`src/hw/rtl/lbof_pkg.sv`:
```
// ----------------------------------------------------------------------------
// lbof_pkg: shared types and tables for the line-break opportunity finder
// Break classes, pair-table action codes, the ASCII class table and the
// class-pair action table.
// ----------------------------------------------------------------------------
package lbof_pkg;

  // A break class code, 0 OP through 16 SP.
  typedef logic [4:0] class_t;

  // A pair-table action code.
  typedef logic [2:0] action_t;

  // Row or column index of the pair table (OP..WJ).
  typedef logic [3:0] pair_idx_t;

  // Result of one decision: flag and raw class of the byte.
  typedef struct packed {
    logic   segment_start;
    class_t byte_class;
  } lbof_result_t;

  localparam class_t CLS_OP = 5'd0;
  localparam class_t CLS_CL = 5'd1;
  localparam class_t CLS_CP = 5'd2;
  localparam class_t CLS_QU = 5'd3;
  localparam class_t CLS_EX = 5'd4;
  localparam class_t CLS_SY = 5'd5;
  localparam class_t CLS_IS = 5'd6;
  localparam class_t CLS_PR = 5'd7;
  localparam class_t CLS_PO = 5'd8;
  localparam class_t CLS_NU = 5'd9;
  localparam class_t CLS_AL = 5'd10;
  localparam class_t CLS_HY = 5'd11;
  localparam class_t CLS_BA = 5'd12;
  localparam class_t CLS_CM = 5'd13;
  localparam class_t CLS_WJ = 5'd14;
  localparam class_t CLS_MB = 5'd15;
  localparam class_t CLS_SP = 5'd16;

  localparam action_t ACT_DIRECT   = 3'd0;
  localparam action_t ACT_INDIRECT = 3'd1;
  localparam action_t ACT_NONE     = 3'd2;
  localparam action_t ACT_CM_IND   = 3'd3;
  localparam action_t ACT_CM_NONE  = 3'd4;

  localparam int unsigned ASCII_DEPTH = 128;
  localparam int unsigned PAIR_DIM    = 15;

  // Break class of each 7-bit ASCII code.
  localparam class_t ASCII_CLASS [ASCII_DEPTH] = '{
    5'd13, 5'd13, 5'd13, 5'd13, 5'd13, 5'd13, 5'd13, 5'd13,
    5'd13, 5'd12, 5'd15, 5'd15, 5'd15, 5'd16, 5'd13, 5'd13,
    5'd13, 5'd13, 5'd13, 5'd13, 5'd13, 5'd13, 5'd13, 5'd13,
    5'd13, 5'd13, 5'd13, 5'd13, 5'd13, 5'd13, 5'd13, 5'd13,
    5'd16, 5'd4,  5'd3,  5'd10, 5'd7,  5'd8,  5'd10, 5'd3,
    5'd0,  5'd2,  5'd10, 5'd7,  5'd6,  5'd11, 5'd6,  5'd5,
    5'd9,  5'd9,  5'd9,  5'd9,  5'd9,  5'd9,  5'd9,  5'd9,
    5'd9,  5'd9,  5'd6,  5'd6,  5'd10, 5'd10, 5'd10, 5'd4,
    5'd10, 5'd10, 5'd10, 5'd10, 5'd10, 5'd10, 5'd10, 5'd10,
    5'd10, 5'd10, 5'd10, 5'd10, 5'd10, 5'd10, 5'd10, 5'd10,
    5'd10, 5'd10, 5'd10, 5'd10, 5'd10, 5'd10, 5'd10, 5'd10,
    5'd10, 5'd10, 5'd10, 5'd0,  5'd7,  5'd2,  5'd10, 5'd10,
    5'd10, 5'd10, 5'd10, 5'd10, 5'd10, 5'd10, 5'd10, 5'd10,
    5'd10, 5'd10, 5'd10, 5'd10, 5'd10, 5'd10, 5'd10, 5'd10,
    5'd10, 5'd10, 5'd10, 5'd10, 5'd10, 5'd10, 5'd10, 5'd10,
    5'd10, 5'd10, 5'd10, 5'd0,  5'd12, 5'd1,  5'd10, 5'd13
  };

  // Rows: segment class, columns: new class, both OP..WJ.
  localparam action_t PAIR_ACTION [PAIR_DIM][PAIR_DIM] = '{
    '{3'd2,3'd2,3'd2,3'd2,3'd2,3'd2,3'd2,3'd2,3'd2,3'd2,3'd2,3'd2,3'd2,3'd4,3'd2},
    '{3'd0,3'd2,3'd2,3'd1,3'd2,3'd2,3'd2,3'd1,3'd1,3'd0,3'd0,3'd1,3'd1,3'd3,3'd2},
    '{3'd0,3'd2,3'd2,3'd1,3'd2,3'd2,3'd2,3'd1,3'd1,3'd1,3'd1,3'd1,3'd1,3'd3,3'd2},
    '{3'd2,3'd2,3'd2,3'd1,3'd2,3'd2,3'd2,3'd1,3'd1,3'd1,3'd1,3'd1,3'd1,3'd3,3'd2},
    '{3'd0,3'd2,3'd2,3'd1,3'd2,3'd2,3'd2,3'd0,3'd0,3'd0,3'd0,3'd1,3'd1,3'd3,3'd2},
    '{3'd0,3'd2,3'd2,3'd1,3'd2,3'd2,3'd2,3'd0,3'd0,3'd1,3'd0,3'd1,3'd1,3'd3,3'd2},
    '{3'd0,3'd2,3'd2,3'd1,3'd2,3'd2,3'd2,3'd0,3'd0,3'd1,3'd1,3'd1,3'd1,3'd3,3'd2},
    '{3'd1,3'd2,3'd2,3'd1,3'd2,3'd2,3'd2,3'd0,3'd0,3'd1,3'd1,3'd1,3'd1,3'd3,3'd2},
    '{3'd1,3'd2,3'd2,3'd1,3'd2,3'd2,3'd2,3'd0,3'd0,3'd1,3'd1,3'd1,3'd1,3'd3,3'd2},
    '{3'd0,3'd2,3'd2,3'd1,3'd2,3'd2,3'd2,3'd1,3'd1,3'd1,3'd1,3'd1,3'd1,3'd3,3'd2},
    '{3'd0,3'd2,3'd2,3'd1,3'd2,3'd2,3'd2,3'd0,3'd0,3'd1,3'd1,3'd1,3'd1,3'd3,3'd2},
    '{3'd0,3'd2,3'd2,3'd1,3'd2,3'd2,3'd2,3'd0,3'd0,3'd1,3'd0,3'd1,3'd1,3'd3,3'd2},
    '{3'd0,3'd2,3'd2,3'd1,3'd2,3'd2,3'd2,3'd0,3'd0,3'd0,3'd0,3'd1,3'd1,3'd3,3'd2},
    '{3'd0,3'd2,3'd2,3'd1,3'd2,3'd2,3'd2,3'd0,3'd0,3'd1,3'd1,3'd1,3'd1,3'd3,3'd2},
    '{3'd1,3'd2,3'd2,3'd1,3'd2,3'd2,3'd2,3'd1,3'd1,3'd1,3'd1,3'd1,3'd1,3'd3,3'd2}
  };

endpackage

```
`src/hw/rtl/lbof_classify.sv`:
```
// ----------------------------------------------------------------------------
// lbof_classify: byte to break-class lookup
// Maps one text byte onto its break class; bytes of 128 and up are alphabetic.
// ----------------------------------------------------------------------------
module lbof_classify
  import lbof_pkg::*;
(
  input  logic [7:0] text_byte,
  output class_t     byte_class
);

  // Top half of the byte range is treated as alphabetic, the rest is a lookup.
  always_comb begin
    if (text_byte[7]) begin
      byte_class = CLS_AL;
    end else begin
      byte_class = ASCII_CLASS[text_byte[6:0]];
    end
  end

endmodule

```
`src/hw/rtl/lbof_segmenter.sv`:
```
// ----------------------------------------------------------------------------
// lbof_segmenter: segment state and break decision
// Holds the segment class, the previous class and the pending-start flag, and
// decides from the pair table whether a new segment starts at each byte.
// ----------------------------------------------------------------------------
module lbof_segmenter
  import lbof_pkg::*;
(
  input  logic         clk,
  input  logic         rst_n,
  input  logic         advance,
  input  class_t       raw_class,
  input  logic         new_line,
  output lbof_result_t result
);

  logic      start_pending_r;
  logic      start_pending_nxt;
  class_t    segment_class_r;
  class_t    segment_class_nxt;
  class_t    previous_class_r;
  class_t    previous_class_nxt;
  logic      first;
  class_t    open_class;
  pair_idx_t row_idx;
  pair_idx_t col_idx;
  action_t   act;
  logic      seg;

  // Pair-table lookup; an out-of-range segment class uses the word-joiner row.
  always_comb begin
    row_idx = (segment_class_r > CLS_WJ) ? CLS_WJ[3:0] : segment_class_r[3:0];
    col_idx = (raw_class > CLS_WJ) ? CLS_WJ[3:0] : raw_class[3:0];
    act     = PAIR_ACTION[row_idx][col_idx];
  end

  // Break decision and next state.
  always_comb begin
    first              = new_line || start_pending_r;
    open_class         = (raw_class == CLS_SP) ? CLS_WJ : raw_class;
    seg                = 1'b0;
    start_pending_nxt  = start_pending_r;
    segment_class_nxt  = segment_class_r;
    previous_class_nxt = previous_class_r;
    if (first) begin
      // A leading space opens the segment as a word joiner.
      seg                = 1'b1;
      segment_class_nxt  = open_class;
      previous_class_nxt = open_class;
      start_pending_nxt  = (open_class == CLS_MB);
    end else begin
      previous_class_nxt = raw_class;
      if (raw_class == CLS_MB) begin
        start_pending_nxt = 1'b1;
      end else if (raw_class != CLS_SP) begin
        seg = (act == ACT_DIRECT) ||
              ((act == ACT_INDIRECT) && (previous_class_r == CLS_SP));
        segment_class_nxt = raw_class;
      end
    end
  end

  // State moves only when the byte is handed to the result register.
  always_ff @(posedge clk) begin
    if (!rst_n) begin
      start_pending_r  <= 1'b1;
      segment_class_r  <= CLS_OP;
      previous_class_r <= CLS_OP;
    end else if (advance) begin
      start_pending_r  <= start_pending_nxt;
      segment_class_r  <= segment_class_nxt;
      previous_class_r <= previous_class_nxt;
    end
  end

  assign result.segment_start = seg;
  assign result.byte_class    = raw_class;

endmodule

```
`src/hw/rtl/line_break_opportunity_finder.sv`:
```
// ----------------------------------------------------------------------------
// line_break_opportunity_finder: streaming line-break segmenter
// Input register, class lookup with pair-table decision, result register.
// ----------------------------------------------------------------------------
// The block takes one text byte per cycle while the output side is ready
// and gives one result per byte, in order, through both of its registers.
// The rate of one byte per clock is set by the segment state update
// (segment class, previous class and pending flag), which completes in the
// single cycle in which a byte moves from the input register to the result
// register. A request is still accepted while a result waits at the output,
// as long as the input register is free or moving on.
module line_break_opportunity_finder
  import lbof_pkg::*;
(
  input  logic       clk,
  input  logic       rst_n,
  input  logic       in_tvalid,
  output logic       in_tready,
  input  logic [7:0] in_tdata,   // [7:0] text_byte
  input  logic       in_tuser,   // [0] new-line flag
  output logic       out_tvalid,
  input  logic       out_tready,
  output logic [7:0] out_tdata,  // [4:0] byte_class, [7:5] zero
  output logic       out_tuser   // [0] segment_start
);

  logic         s1_valid_r;
  logic [7:0]   s1_byte_r;
  logic         s1_new_line_r;
  logic         out_valid_r;
  lbof_result_t out_result_r;
  logic         s1_advance;
  class_t       raw_class;
  lbof_result_t result;

  // Stage one moves on when the result register is empty or being emptied.
  assign s1_advance = s1_valid_r && (!out_valid_r || out_tready);
  assign in_tready  = !s1_valid_r || s1_advance;

  // Input register.
  always_ff @(posedge clk) begin
    if (!rst_n) begin
      s1_valid_r <= 1'b0;
    end else if (in_tready) begin
      s1_valid_r <= in_tvalid;
    end
  end

  always_ff @(posedge clk) begin
    if (in_tready && in_tvalid) begin
      s1_byte_r     <= in_tdata;
      s1_new_line_r <= in_tuser;
    end
  end

  lbof_classify u_classify (
    .text_byte  (s1_byte_r),
    .byte_class (raw_class)
  );

  lbof_segmenter u_segmenter (
    .clk        (clk),
    .rst_n      (rst_n),
    .advance    (s1_advance),
    .raw_class  (raw_class),
    .new_line   (s1_new_line_r),
    .result     (result)
  );

  // Result register.
  always_ff @(posedge clk) begin
    if (!rst_n) begin
      out_valid_r <= 1'b0;
    end else if (!out_valid_r || out_tready) begin
      out_valid_r <= s1_valid_r;
    end
  end

  always_ff @(posedge clk) begin
    if (s1_advance) begin
      out_result_r <= result;
    end
  end

  assign out_tvalid = out_valid_r;
  assign out_tdata  = {3'b000, out_result_r.byte_class};
  assign out_tuser  = out_result_r.segment_start;

`ifndef SYNTH
  // A loaded input stage always reaches an empty result register.
  a_s1_drains: assert property (@(posedge clk) disable iff (!rst_n)
    (s1_valid_r && !out_valid_r) |=> out_valid_r)
    else $error("input stage did not move into empty result register");

  // An empty result register never holds back the input side.
  a_ready_when_empty: assert property (@(posedge clk) disable iff (!rst_n)
    !out_valid_r |-> in_tready)
    else $error("input not ready while result register empty");

  // The raw class of a byte is never word joiner; only a leading space becomes one.
  a_no_raw_wj: assert property (@(posedge clk) disable iff (!rst_n)
    out_tvalid |-> (out_tdata[4:0] != CLS_WJ))
    else $error("raw byte class reported as word joiner");
`endif

endmodule
```
`config.mk`:
```
export PLATFORM = sky130hd
export DESIGN_NAME = line_break_opportunity_finder
export DESIGN_NICKNAME = d
export VERILOG_FILES = /design/src/hw/rtl/lbof_pkg.sv /design/src/hw/rtl/lbof_classify.sv /design/src/hw/rtl/lbof_segmenter.sv /design/src/hw/rtl/line_break_opportunity_finder.sv
export SDC_FILE = /design/constraint.sdc
export NUM_CORES = 1
export LEC_CHECK = 0
export ABC_AREA = 0
export BUFFER_PORTS_ARGS = -buffer_cell sky130_fd_sc_hd__buf_2
export CAP_MARGIN = 10
export CELL_PAD_IN_SITES_DETAIL_PLACEMENT = 1
export CELL_PAD_IN_SITES_GLOBAL_PLACEMENT = 1
export CORE_MARGIN = 2
export CORE_UTILIZATION = 44
export CTS_CLUSTER_SIZE = 16
export DETAILED_ROUTE_END_ITERATION = 8
export PLACE_DENSITY = 0.77
export REMOVE_ABC_BUFFERS = 1
export SLEW_MARGIN = 20
export SYNTH_ARGS = -nofsm -noshare
export SYNTH_HDL_FRONTEND = slang
export SYNTH_SLANG_ARGS = --single-unit
```
`constraint.sdc`:
```
create_clock -name clk -period 3.2 [get_ports clk]
set_input_delay 0.64 -clock clk [delete_from_list [all_inputs] [get_ports clk]]
set_output_delay 0.64 -clock clk [all_outputs]
set_load 0.01 [all_outputs]
```
==> metrics.md, run 1 <==
| Metric | Value |
|---|---|
| TritonCTS Buffers | `3` |
| Mean area per synthesized cell | `9.25 µm²` |
| Fmax achieved | `between 300 and 400 MHz` |
| Ys flop type | `edfxtp_1` |
| Critical path class | `reg -> reg` |
| Status | `finished, final reports clean` |
| Share of layout cells above drive strength 1 | `0.212` |
| Root Buffer | `clkbuf_8` |
| Area growth, synth to finish | `9.75%` |
| CP max stage delay | `0.46 ns` |
| Die width | `71.2 µm` |
| Synth area leader | `edfxtp_1` |
| Worst hold-check path type | `reg -> reg` |
| Skew-Pair Late Insertion Delay | `0.28 ns` |
| DRC Markers | `0` |
| Normalized max-slew margin | `0.455` |
| Post-synth top area share | `0.227` |
| Max clock buf depth | `2` |
| Max Cap Viol | `0` |
| Final Hold Vio Count | `0` |
| Pin slew with the least headroom to its limit | `between 0.8 and 0.9 ns` |
| Post-CTS Hold Buffers | `0` |
| CTS tree | `yes` |
| RSZ-0062 raised after global routing | `false` |
| # rows | `24` |
| Worst path slowest cell | `o221ai_2` |
| Cells after synthesis | `around 220` |
| Synth top area cells | `edfxtp_1, dfxtp_1, ha_1` |
| Pre-antenna DRT Iters | `4` |
| Vias in the first global route | `1634` |
| Io pins | `24` |
| Gr ovfl total | `0` |
| Clock sink total | `28` |
| Final setup TNS | `0 ns` |
| First-pass GRT wire length | `7650 µm` |
| Routed WL per cell | `16.1 µm` |
| Post-layout util | `0.501` |
| DRT Wirelength | `between 4000 and 5000 µm` |
| Routability Congestion | `~0.82` |
| Critical path arrival | `3.08 ns` |
| PortBufs | `20` |
| Worst-path clk slew | `0.10 ns` |
| Cell area power density | `384 nW/µm²` |
| Initial Utilization | `0.457` |
| Post-synth EDFFs | `15` |
| Initial DRC count | `133` |
| Post-DP HPWL | `3340 µm` |
| Synthesis Warnings | `0` |
| Most common cell in the netlist | `nor2_1` |
| Total GRT Usage | `0.187` |
| Fin Clk Skew | `0.00435 ns` |
| Crit path required time | `3.38 ns` |
| Initial antenna violation count | `0` |
| Critical path startpoint category | `register` |
| Via density | `between 5 and 6` |
| Worst path cell trace | `inv_1 > ha_1 > o21ai_1 > o32ai_1 > a221o_1 > a21oi_2 > nand4b_1 > o221ai_2 > and2b_1 > nor3_2` |
| Count of pins over their slew limit | `0` |
| CP endpoint kind | `register` |
| Async SR Flop Fraction | `0` |
| Crit-path leading delay family | `compound AO/OA/AOI/OAI gates` |
| Ant. Diodes | `0` |
| Leakage dissipation | `0.877 nW` |
| Crit path max fanout | `10` |
| Height of the die | `71.2 µm` |
| Core area | `4350 µm²` |
| Synth Register Bits | `28` |
| # setup viols final | `0` |
| Period utilization | `0.906` |
| CTS HTree Levels | `1` |
| Sequential area share after synthesis | `0.357` |
| Antenna viol nets, final | `0` |
| Routed via count | `about 1700` |
| Mapped Area | `1990 µm²` |
| DIE AREA | `just over 5000 µm²` |
| Worst vdd ir | `251 µV` |
| Pin count of the biggest net entering global routing | `21` |
| Count of different cell masters after synthesis | `62` |
| Post-synth top cells | `nor2_1, edfxtp_1, dfxtp_1` |
| Nets | `257` |
| Tmin final | `2.90 ns` |
| Worst path bufs/invs | `1` |
## per-stage QoR
stage                     instances  setup WS (ns)  area, µm²  hold WS, ns  power (mW)
after detailed placement        279          0.239       2110        0.455       0.590
after CTS                       283          0.202       2180        0.470       0.841
after floorplan                 200          0.430       1890        0.432       0.537
after global routing            283         0.0597       2180        0.507       0.879
after global placement          279          0.252       2110        0.448       0.587
final                           283          0.300       2180        0.469       0.837
## timing repair
action,4_1_cts,5_1_grt
resized for setup,0,1
setup endpoints to repair,0,4
buffers inserted,0,0
## worst reg2reg max path, stage by stage, from the launching register on
cell	delay (ns)
edfxtp_1	0.42
inv_1	0.15
ha_1	0.29
o21ai_1	0.15
o32ai_1	0.11
a221o_1	0.34
a21oi_2	0.35
nand4b_1	0.26
o221ai_2	0.46
and2b_1	0.22
nor3_2	0.05
## final cells by class
| class | count | area, µm² |
|---|---|---|
| Inverter | 12 | 45.0 |
| Tap cell | 52 | 65.1 |
| Multi-Input combinational cell | 160 | 1140 |
| Sequential cell | 28 | 711 |
| Fill cell | 509 | 2170 |
| Timing Repair Buffer | 27 | 153 |
| Clock buffer | 4 | 66.3 |
## power by group
| part | leakage (nW) | internal [mW] | total, mW | switching [mW] |
|---|---|---|---|---|
| combinational | 0.594 | 0.0686 | 0.164 | 0.0954 |
| clock | 0.0339 | 0.136 | 0.252 | 0.116 |
| sequential | 0.250 | 0.398 | 0.421 | 0.0226 |
## per-layer routing
layer | up-vias | routed length [µm] | track usage | part of all wire
met5 | - | 0 | 0 | 0
met4 | 0 | 41 | 0.0419 | 0.0090
met3 | 4 | 136 | 0.0281 | 0.030
met2 | 27 | 2140 | 0.297 | 0.47
met1 | 831 | 2220 | 0.270 | 0.49
li1 | 825 | - | - | -
## worst paths after layout
check	slack [ns]	cells past startpoint	from	to
max	0.30	10	s1_byte_r[1]	u_segmenter.segment_class_r[1]
max reg2reg	0.30	10	s1_byte_r[1]	u_segmenter.segment_class_r[1]
min	0.47	2	u_segmenter.segment_class_r[0]	u_segmenter.segment_class_r[0]
min reg2reg	0.47	2	u_segmenter.segment_class_r[0]	u_segmenter.segment_class_r[0]
## sequential cells by signal, indices dropped and copies added (netlist names)
signal	flops
u_segmenter.segment_class_r	5
out_tvalid	1
u_segmenter.start_pending_r	1
s1_valid_r	1
out_tuser	1
s1_byte_r	8
u_segmenter.previous_class_r	5
out_tdata	5
s1_new_line_r	1
## cells by family after synthesis
kind of cell / after synthesis / share of synthesized area
buf+inv: 29 / 0.0743
flops: 28 / 0.357
fa+ha+maj: 12 / 0.0755
mux: 8 / 0.0472
simple gates: 74 / 0.207
compound gates: 63 / 0.237
other cells: 1 / 0.00189
## cell usage in the layout (no fill, tap or decap), types with 3 or more instances in the layout
| cell type | count |
|---|---|
| inv_1 | 10 |
| ha_1 | 12 |
| nand3_1 | 7 |
| mux2i_1 | 6 |
| o21ai_1 | 7 |
| o21ai_0 | 8 |
| a21oi_1 | 11 |
| buf_2 | 20 |
| nor2_1 | 17 |
| buf_4 | 7 |
| and3b_1 | 3 |
| clkbuf_8 | 3 |
| o22ai_1 | 3 |
| conb_1 | 3 |
| o211ai_1 | 3 |
| nor3b_1 | 3 |
| and3_1 | 3 |
| edfxtp_1 | 15 |
| nor3_1 | 5 |
| a31oi_1 | 3 |
| nor2b_1 | 5 |
| nand2b_1 | 3 |
| nand2_1 | 11 |
| dfxtp_1 | 13 |
No activity file was read; power rests on OpenSTA's default activity.
==> run 2: changes to the inputs <==
--- a/config.mk
+++ b/config.mk
@@ -8,8 +8,9 @@
 export ABC_AREA = 0
 export BUFFER_PORTS_ARGS = -buffer_cell sky130_fd_sc_hd__buf_2
 export CAP_MARGIN = 10
-export CELL_PAD_IN_SITES_DETAIL_PLACEMENT = 1
+export CELL_PAD_IN_SITES_DETAIL_PLACEMENT = 0
 export CELL_PAD_IN_SITES_GLOBAL_PLACEMENT = 1
+export CORE_ASPECT_RATIO = 0.8
 export CORE_MARGIN = 2
 export CORE_UTILIZATION = 44
 export CTS_CLUSTER_SIZE = 16
==> metrics.md, run 2 (same netlist as run 1, synthesis figures left out) <==
| Metric | Value |
|---|---|
| Max clock buf depth | `2 (unchanged)` |
| DIE AREA | `5080 µm² (was 5070 µm²)` |
| Height of the die | `64.1 µm (was 71.2 µm)` |
| Pin slew with the least headroom to its limit | `0.793 ns (was 0.811 ns)` |
| Fmax achieved | `335 MHz (was 345 MHz)` |
| Cell area power density | `392 nW/µm² (was 384 nW/µm²)` |
| Power, Total | `867 µW (was 837 µW)` |
| Crit-path leading delay family | `compound AO/OA/AOI/OAI gates (unchanged)` |
| Most frequent cells in the layout | `buf_2, nor2_1, edfxtp_1 (unchanged)` |
| DRT Wirelength | `4320 µm (was 4550 µm)` |
| Routability Congestion | `0.915 (was 0.818)` |
| Tmin final | `2.99 ns (was 2.90 ns)` |
| Share of layout cells above drive strength 1 | `0.216 (was 0.212)` |
| Critical path class | `reg -> reg (unchanged)` |
| Root Buffer | `clkbuf_8 (unchanged)` |
| Worst path slowest cell | `edfxtp_1 (was o221ai_2)` |
| Worst-path clk slew | `0.10 ns (about the same)` |
| Crit path required time | `3.21 ns (was 3.38 ns)` |
| Routed WL per cell | `14.9 µm (was 16.1 µm)` |
| Critical path arrival | `3.00 ns (was 3.08 ns)` |
| Skew-Pair Late Insertion Delay | `0.28 ns (about the same)` |
| Critical Path Start | `s1_byte_r[0] (was s1_byte_r[1])` |
| PortBufs | `20 (unchanged)` |
| Nets | `258 (was 257)` |
| DRC Markers | `0 (unchanged)` |
| CTS HTree Levels | `1 (unchanged)` |
| Initial antenna violation count | `0 (unchanged)` |
| # rows | `21 (was 24)` |
| Crit path max fanout | `12 (was 10)` |
| Count of pins over their slew limit | `0 (unchanged)` |
| Normalized max-slew margin | `0.467 (was 0.455)` |
| Clock sink total | `28 (unchanged)` |
| Hold_ws | `0.475 ns (was 0.469 ns)` |
| Antenna viol nets, final | `0 (unchanged)` |
| Hold Path Cell Cnt | `2 (unchanged)` |
| Fin Clk Skew | `0.00447 ns (was 0.00435 ns)` |
| Reg2reg start | `s1_byte_r[0] (was s1_byte_r[1])` |
| Via density | `5.83 (was 5.96)` |
| Routed via count | `1686 (was 1687)` |
| Worst path bufs/invs | `1 (unchanged)` |
| Final Hold Vio Count | `0 (unchanged)` |
| Total GRT Usage | `0.177 (was 0.187)` |
| Final setup TNS | `0 ns (unchanged)` |
| Leakage dissipation | `0.888 nW (was 0.877 nW)` |
| Post-route setup slack | `0.211 ns (was 0.300 ns)` |
| Pre-antenna DRT Iters | `4 (unchanged)` |
| Core area | `4260 µm² (was 4350 µm²)` |
| Period utilization | `0.934 (was 0.906)` |
| Pin count of the biggest net entering global routing | `21 (unchanged)` |
| Worst hold-check path type | `reg -> reg (unchanged)` |
| Commonest non-fill, non-tap cell in the layout | `buf_2 (unchanged)` |
| Area growth, synth to finish | `11.3% (was 9.75%)` |
| Initial Utilization | `0.467 (was 0.457)` |
| Pre-CTS WS | `0.0760 ns (was 0.239 ns)` |
| Io pins | `24 (unchanged)` |
| CP max stage delay | `0.51 ns (was 0.46 ns)` |
| Filler instances | `394 (was 509)` |
| # setup viols final | `0 (unchanged)` |
| Top reg by flops | `s1_byte_r (unchanged)` |
| First-pass GRT wire length | `7170 µm (was 7650 µm)` |
| Post-CTS Hold Buffers | `0 (unchanged)` |
| Die width | `79.2 µm (was 71.2 µm)` |
| Worst vdd ir | `241 µV (was 251 µV)` |
| Max Cap Viol | `0 (unchanged)` |
| CTS tree | `yes (unchanged)` |
| Max FFs per register | `8 (unchanged)` |
| Initial DRC count | `121 (was 133)` |
| Status | `finished, final reports clean (unchanged)` |
| Worst path cell trace | `inv_1 > ha_1 > nor2_1 > o311a_1 > o41ai_4 > nand2_2 > nor3_1 > a31oi_1 > o311ai_1 > o211ai_1 (was inv_1 > ha_1 > o21ai_1 > o32ai_1 > a221o_1 > a21oi_2 > nand4b_1 > o221ai_2 > and2b_1 > nor3_2)` |
| WP depth | `10 (unchanged)` |
| Critical path startpoint category | `register (unchanged)` |
| R2R cell count | `10 (unchanged)` |
| RSZ-0062 raised after global routing | `false (unchanged)` |
| Vias in the first global route | `1541 (was 1634)` |
| Post-DP HPWL | `3250 µm (was 3340 µm)` |
| Hold_sp | `u_segmenter.segment_class_r[0] (unchanged)` |
| Gr ovfl total | `0 (unchanged)` |
| FF-to-FF setup slack | `0.21 ns (was 0.30 ns)` |
| CP endpoint kind | `register (unchanged)` |
| Ant. Diodes | `0 (unchanged)` |
| TritonCTS Buffers | `3 (unchanged)` |
==> run 2: report_power, final <==
part	internal [mW]	switching [mW]	total, mW
combinational	0.0709	0.0958	0.167
sequential	0.398	0.0211	0.419
clock	0.168	0.113	0.281
==> run 2: per-stage QoR <==
step | utilization | std cells | instance area, µm²
2_1_floorplan | - | 200 | 1890
3_3_place_gp | 0.496 | 283 | 2110
3_5_place_dp | 0.496 | 283 | 2110
4_1_cts | 0.512 | 287 | 2180
5_1_grt | 0.520 | 289 | 2210
6_report | 0.520 | 289 | 2210
==> run 2: what timing repair did <==
action / 4_1_cts / 5_1_grt
setup buffers: 0 / 2
endpoints found under the hold margin: 0 / 0
gates resized for setup: 0 / 2
endpoints found under the setup margin: 0 / 9
==> run 2: final timing paths <==
path,to
min reg2reg,u_segmenter.segment_class_r[0]
max reg2reg,out_tuser
min,u_segmenter.segment_class_r[0]
max,out_tuser
==> run 2: final cells by class <==
class                   instances  area (µm²)  share of cell area
flip-flops and latches         28         711               0.321
inverters                      12        45.0              0.0204
well taps                      57        71.3              0.0322
clock inverters                 1        30.0              0.0136
multi-input cells             160        1150               0.521
clock buffers                   3        41.3              0.0187
repair buffers                 28         160              0.0724
==> run 2: per-layer routing <==
metal,GRT usage,part of all wire,up-vias
met2,0.266,0.44,68
met1,0.258,0.48,787
met3,0.0395,0.073,4
met5,0,0,-
met4,0.0474,0.0074,0
li1,-,-,827
==> run 2: worst min-delay path: stages (launching register included) <==
cell and delay [ns]:
dfxtp_1 0.33, nand3_1 0.06, o21ai_1 0.05
==> run 3: changes to the inputs <==
--- a/config.mk
+++ b/config.mk
@@ -12,10 +12,10 @@
 export CELL_PAD_IN_SITES_GLOBAL_PLACEMENT = 1
 export CORE_ASPECT_RATIO = 0.8
 export CORE_MARGIN = 2
-export CORE_UTILIZATION = 44
+export CORE_UTILIZATION = 40
 export CTS_CLUSTER_SIZE = 16
 export DETAILED_ROUTE_END_ITERATION = 8
-export PLACE_DENSITY = 0.77
+export PLACE_DENSITY = 0.73
 export REMOVE_ABC_BUFFERS = 1
 export SLEW_MARGIN = 20
 export SYNTH_ARGS = -nofsm -noshare
==> constraint.sdc (replaced) <==
create_clock -name clk -period 2.7 [get_ports clk]
set_input_delay 0.54 -clock clk [delete_from_list [all_inputs] [get_ports clk]]
set_output_delay 0.54 -clock clk [all_outputs]
set_load 0.01 [all_outputs]
==> metrics.md, run 3 (same netlist as run 1, synthesis figures left out) <==
| Metric | Value |
|---|---|
| Status | `finished, final reports clean (unchanged)` |
| Worst path bufs/invs | `2 (was 1)` |
| Critical path startpoint category | `register (unchanged)` |
| Worst hold-check path type | `in -> reg (was reg -> reg)` |
| Initial Utilization | `0.425 (was 0.467)` |
| CTS tree | `yes (unchanged)` |
| # rows | `22 (was 21)` |
| DIE AREA | `5550 µm² (was 5080 µm²)` |
| Commonest non-fill, non-tap cell in the layout | `buf_4 (was buf_2)` |
| Routed WL per cell | `13.8 µm (was 14.9 µm)` |
| Hold_ws | `0.432 ns (was 0.475 ns)` |
| DRT Wirelength | `4370 µm (was 4320 µm)` |
| PortBufs | `20 (unchanged)` |
| Tmin final | `2.65 ns (was 2.99 ns)` |
| Worst-path clk slew | `0.10 ns (about the same)` |
| DRC Markers | `0 (unchanged)` |
| Area growth, synth to finish | `21.0% (was 11.3%)` |
| Pre-antenna DRT Iters | `4 (unchanged)` |
| Pin count of the biggest net entering global routing | `17 (was 21)` |
| Normalized max-slew margin | `0.406 (was 0.467)` |
| Final setup TNS | `0 ns (unchanged)` |
| Max Cap Viol | `0 (unchanged)` |
| Sequential fraction of design power | `0.466 (was 0.484)` |
| Post-CTS Hold Buffers | `0 (unchanged)` |
| Post-DP HPWL | `3320 µm (was 3250 µm)` |
| First-pass GRT wire length | `7360 µm (was 7170 µm)` |
| Seq. cell area | `711 µm² (unchanged)` |
| Footprint of the multi-input gates | `1160 µm² (was 1150 µm²)` |
| Metal2 WL | `1740 µm (was 1890 µm)` |
| Top reg by flops | `s1_byte_r (unchanged)` |
| Root Buffer | `clkbuf_8 (unchanged)` |
| Sw Pwr | `277 µW (was 230 µW)` |
| Count of pins over their slew limit | `0 (unchanged)` |
| Routability Congestion | `0.850 (was 0.915)` |
| Nets | `282 (was 258)` |
| Worst path cell trace | `inv_1 > ha_1 > nor2_1 > o311a_1 > o41ai_2 > nand2_1 > buf_4 > or4b_1 > o21ai_1 > o22ai_1 > o211ai_1 (was inv_1 > ha_1 > nor2_1 > o311a_1 > o41ai_4 > nand2_2 > nor3_1 > a31oi_1 > o311ai_1 > o211ai_1)` |
| Power, Total | `1.05 mW (was 867 µW)` |
| Initial DRC count | `142 (was 121)` |
| Placed inst area | `2290 µm² (was 2110 µm²)` |
| Final Instance Area | `2400 µm² (was 2210 µm²)` |
| Die width | `82.8 µm (was 79.2 µm)` |
| CP max stage delay | `0.49 ns (was 0.51 ns)` |
| Period utilization | `0.982 (was 0.934)` |
| Max FFs per register | `8 (unchanged)` |
| TritonCTS Buffers | `3 (unchanged)` |
| Crit path max fanout | `12 (unchanged)` |
| Height of the die | `67.1 µm (was 64.1 µm)` |
| Fmax achieved | `377 MHz (was 335 MHz)` |
| Initial antenna violation count | `0 (unchanged)` |
| Cell area power density | `437 nW/µm² (was 392 nW/µm²)` |
| CP endpoint kind | `register (unchanged)` |
| Filler instances | `444 (was 394)` |
| Met1 WL | `2410 µm (was 2080 µm)` |
| # setup viols final | `0 (unchanged)` |
| Io pins | `24 (unchanged)` |
| Pin slew with the least headroom to its limit | `0.883 ns (was 0.793 ns)` |
| Via density | `5.44 (was 5.83)` |
| Ant. Diodes | `0 (unchanged)` |
| Comb power frac | `0.218 (was 0.192)` |
| Crit path required time | `2.82 ns (was 3.21 ns)` |
| Clock sink total | `28 (unchanged)` |
| FF-to-FF setup slack | `0.05 ns (was 0.21 ns)` |
| Metal3 WL | `190 µm (was 315 µm)` |
| Max clock buf depth | `2 (unchanged)` |
| Total GRT Usage | `0.163 (was 0.177)` |
| Critical path class | `reg -> reg (unchanged)` |
| Int Power | `775 µW (was 637 µW)` |
| Share of layout cells above drive strength 1 | `0.297 (was 0.216)` |
| RSZ-0062 raised after global routing | `true (was false)` |
| Vias in the first global route | `1556 (was 1541)` |
| Worst vdd ir | `266 µV (was 241 µV)` |
| Gr ovfl total | `0 (unchanged)` |
| Leakage dissipation | `1.01 nW (was 0.888 nW)` |
| Fin Clk Skew | `0.00152 ns (was 0.00447 ns)` |
| Core area | `4680 µm² (was 4260 µm²)` |
| Worst path slowest cell | `or4b_1 (was edfxtp_1)` |
| Antenna viol nets, final | `0 (unchanged)` |
| Sw Share | `0.263 (was 0.265)` |
| CTS HTree Levels | `1 (unchanged)` |
| Critical path arrival | `2.77 ns (was 3.00 ns)` |
| Max layer used | `met4 (unchanged)` |
| Routed via count | `1719 (was 1686)` |
| Most frequent cells in the layout | `buf_4, buf_2, nor2_1 (was buf_2, nor2_1, edfxtp_1)` |
| Skew-Pair Late Insertion Delay | `0.27 ns (was 0.28 ns)` |
| Clock power share | `0.316 (was 0.324)` |
| Final Hold Vio Count | `0 (unchanged)` |
| Crit-path leading delay family | `compound AO/OA/AOI/OAI gates (unchanged)` |
run 3: worst register-to-register path, stage by stage, from the launching register on:
cell,delay [ns]
edfxtp_1,0.44
inv_1,0.12
ha_1,0.19
nor2_1,0.06
o311a_1,0.29
o41ai_2,0.28
nand2_1,0.09
buf_4,0.19
or4b_1,0.49
o21ai_1,0.09
o22ai_1,0.09
o211ai_1,0.17
run 3: layout make-up:
cell class / count / share of cell area
Clock buffer: 3 / 0.0172
Clock inverter: 1 / 0.0125
Inverter: 12 / 0.0187
Multi-Input combinational cell: 160 / 0.482
Sequential cell: 28 / 0.296
Tap cell: 60 / 0.0312
Timing Repair Buffer: 52 / 0.143
run 3: worst paths after layout:
check / startpoint / to / cells after the start
setup / recovery: s1_byte_r[1] / out_tuser / 11
hold / removal: in_tdata[1] / s1_byte_r[1] / 1
setup reg to reg: s1_byte_r[1] / out_tuser / 11
hold reg to reg: u_segmenter.segment_class_r[0] / u_segmenter.segment_class_r[0] / 2
run 3: per-stage QoR:
step / std cells / setup slack, ns / util
floorplan: 200 / -0.0703 / -
finish: 316 / 0.0495 / 0.514
detailed placement: 310 / 0.0276 / 0.490
global route: 316 / -0.123 / 0.514
CTS: 314 / 0.00909 / 0.505
global placement: 310 / 0.0226 / 0.490
run 3: what timing repair did:
action	CTS	global route
endpoints found under the setup margin	0	8
setup buffers	0	2
gates resized for setup	0	4
run 3: power by group through the flow:
stage,logic [mW],clock network [mW],registers [mW]
3_5_place_dp,0.221,0,0.500
4_1_cts,0.222,0.338,0.490
3_3_place_gp,0.222,0,0.499
2_1_floorplan,0.129,0,0.508
6_report,0.229,0.332,0.490
5_1_grt,0.252,0.355,0.493
run 3: layer usage:
layer	vias up	track usage
li1	878	-
met1	797	0.251
met2	42	0.237
met3	2	0.0273
met4	0	0.0369
met5	-	0
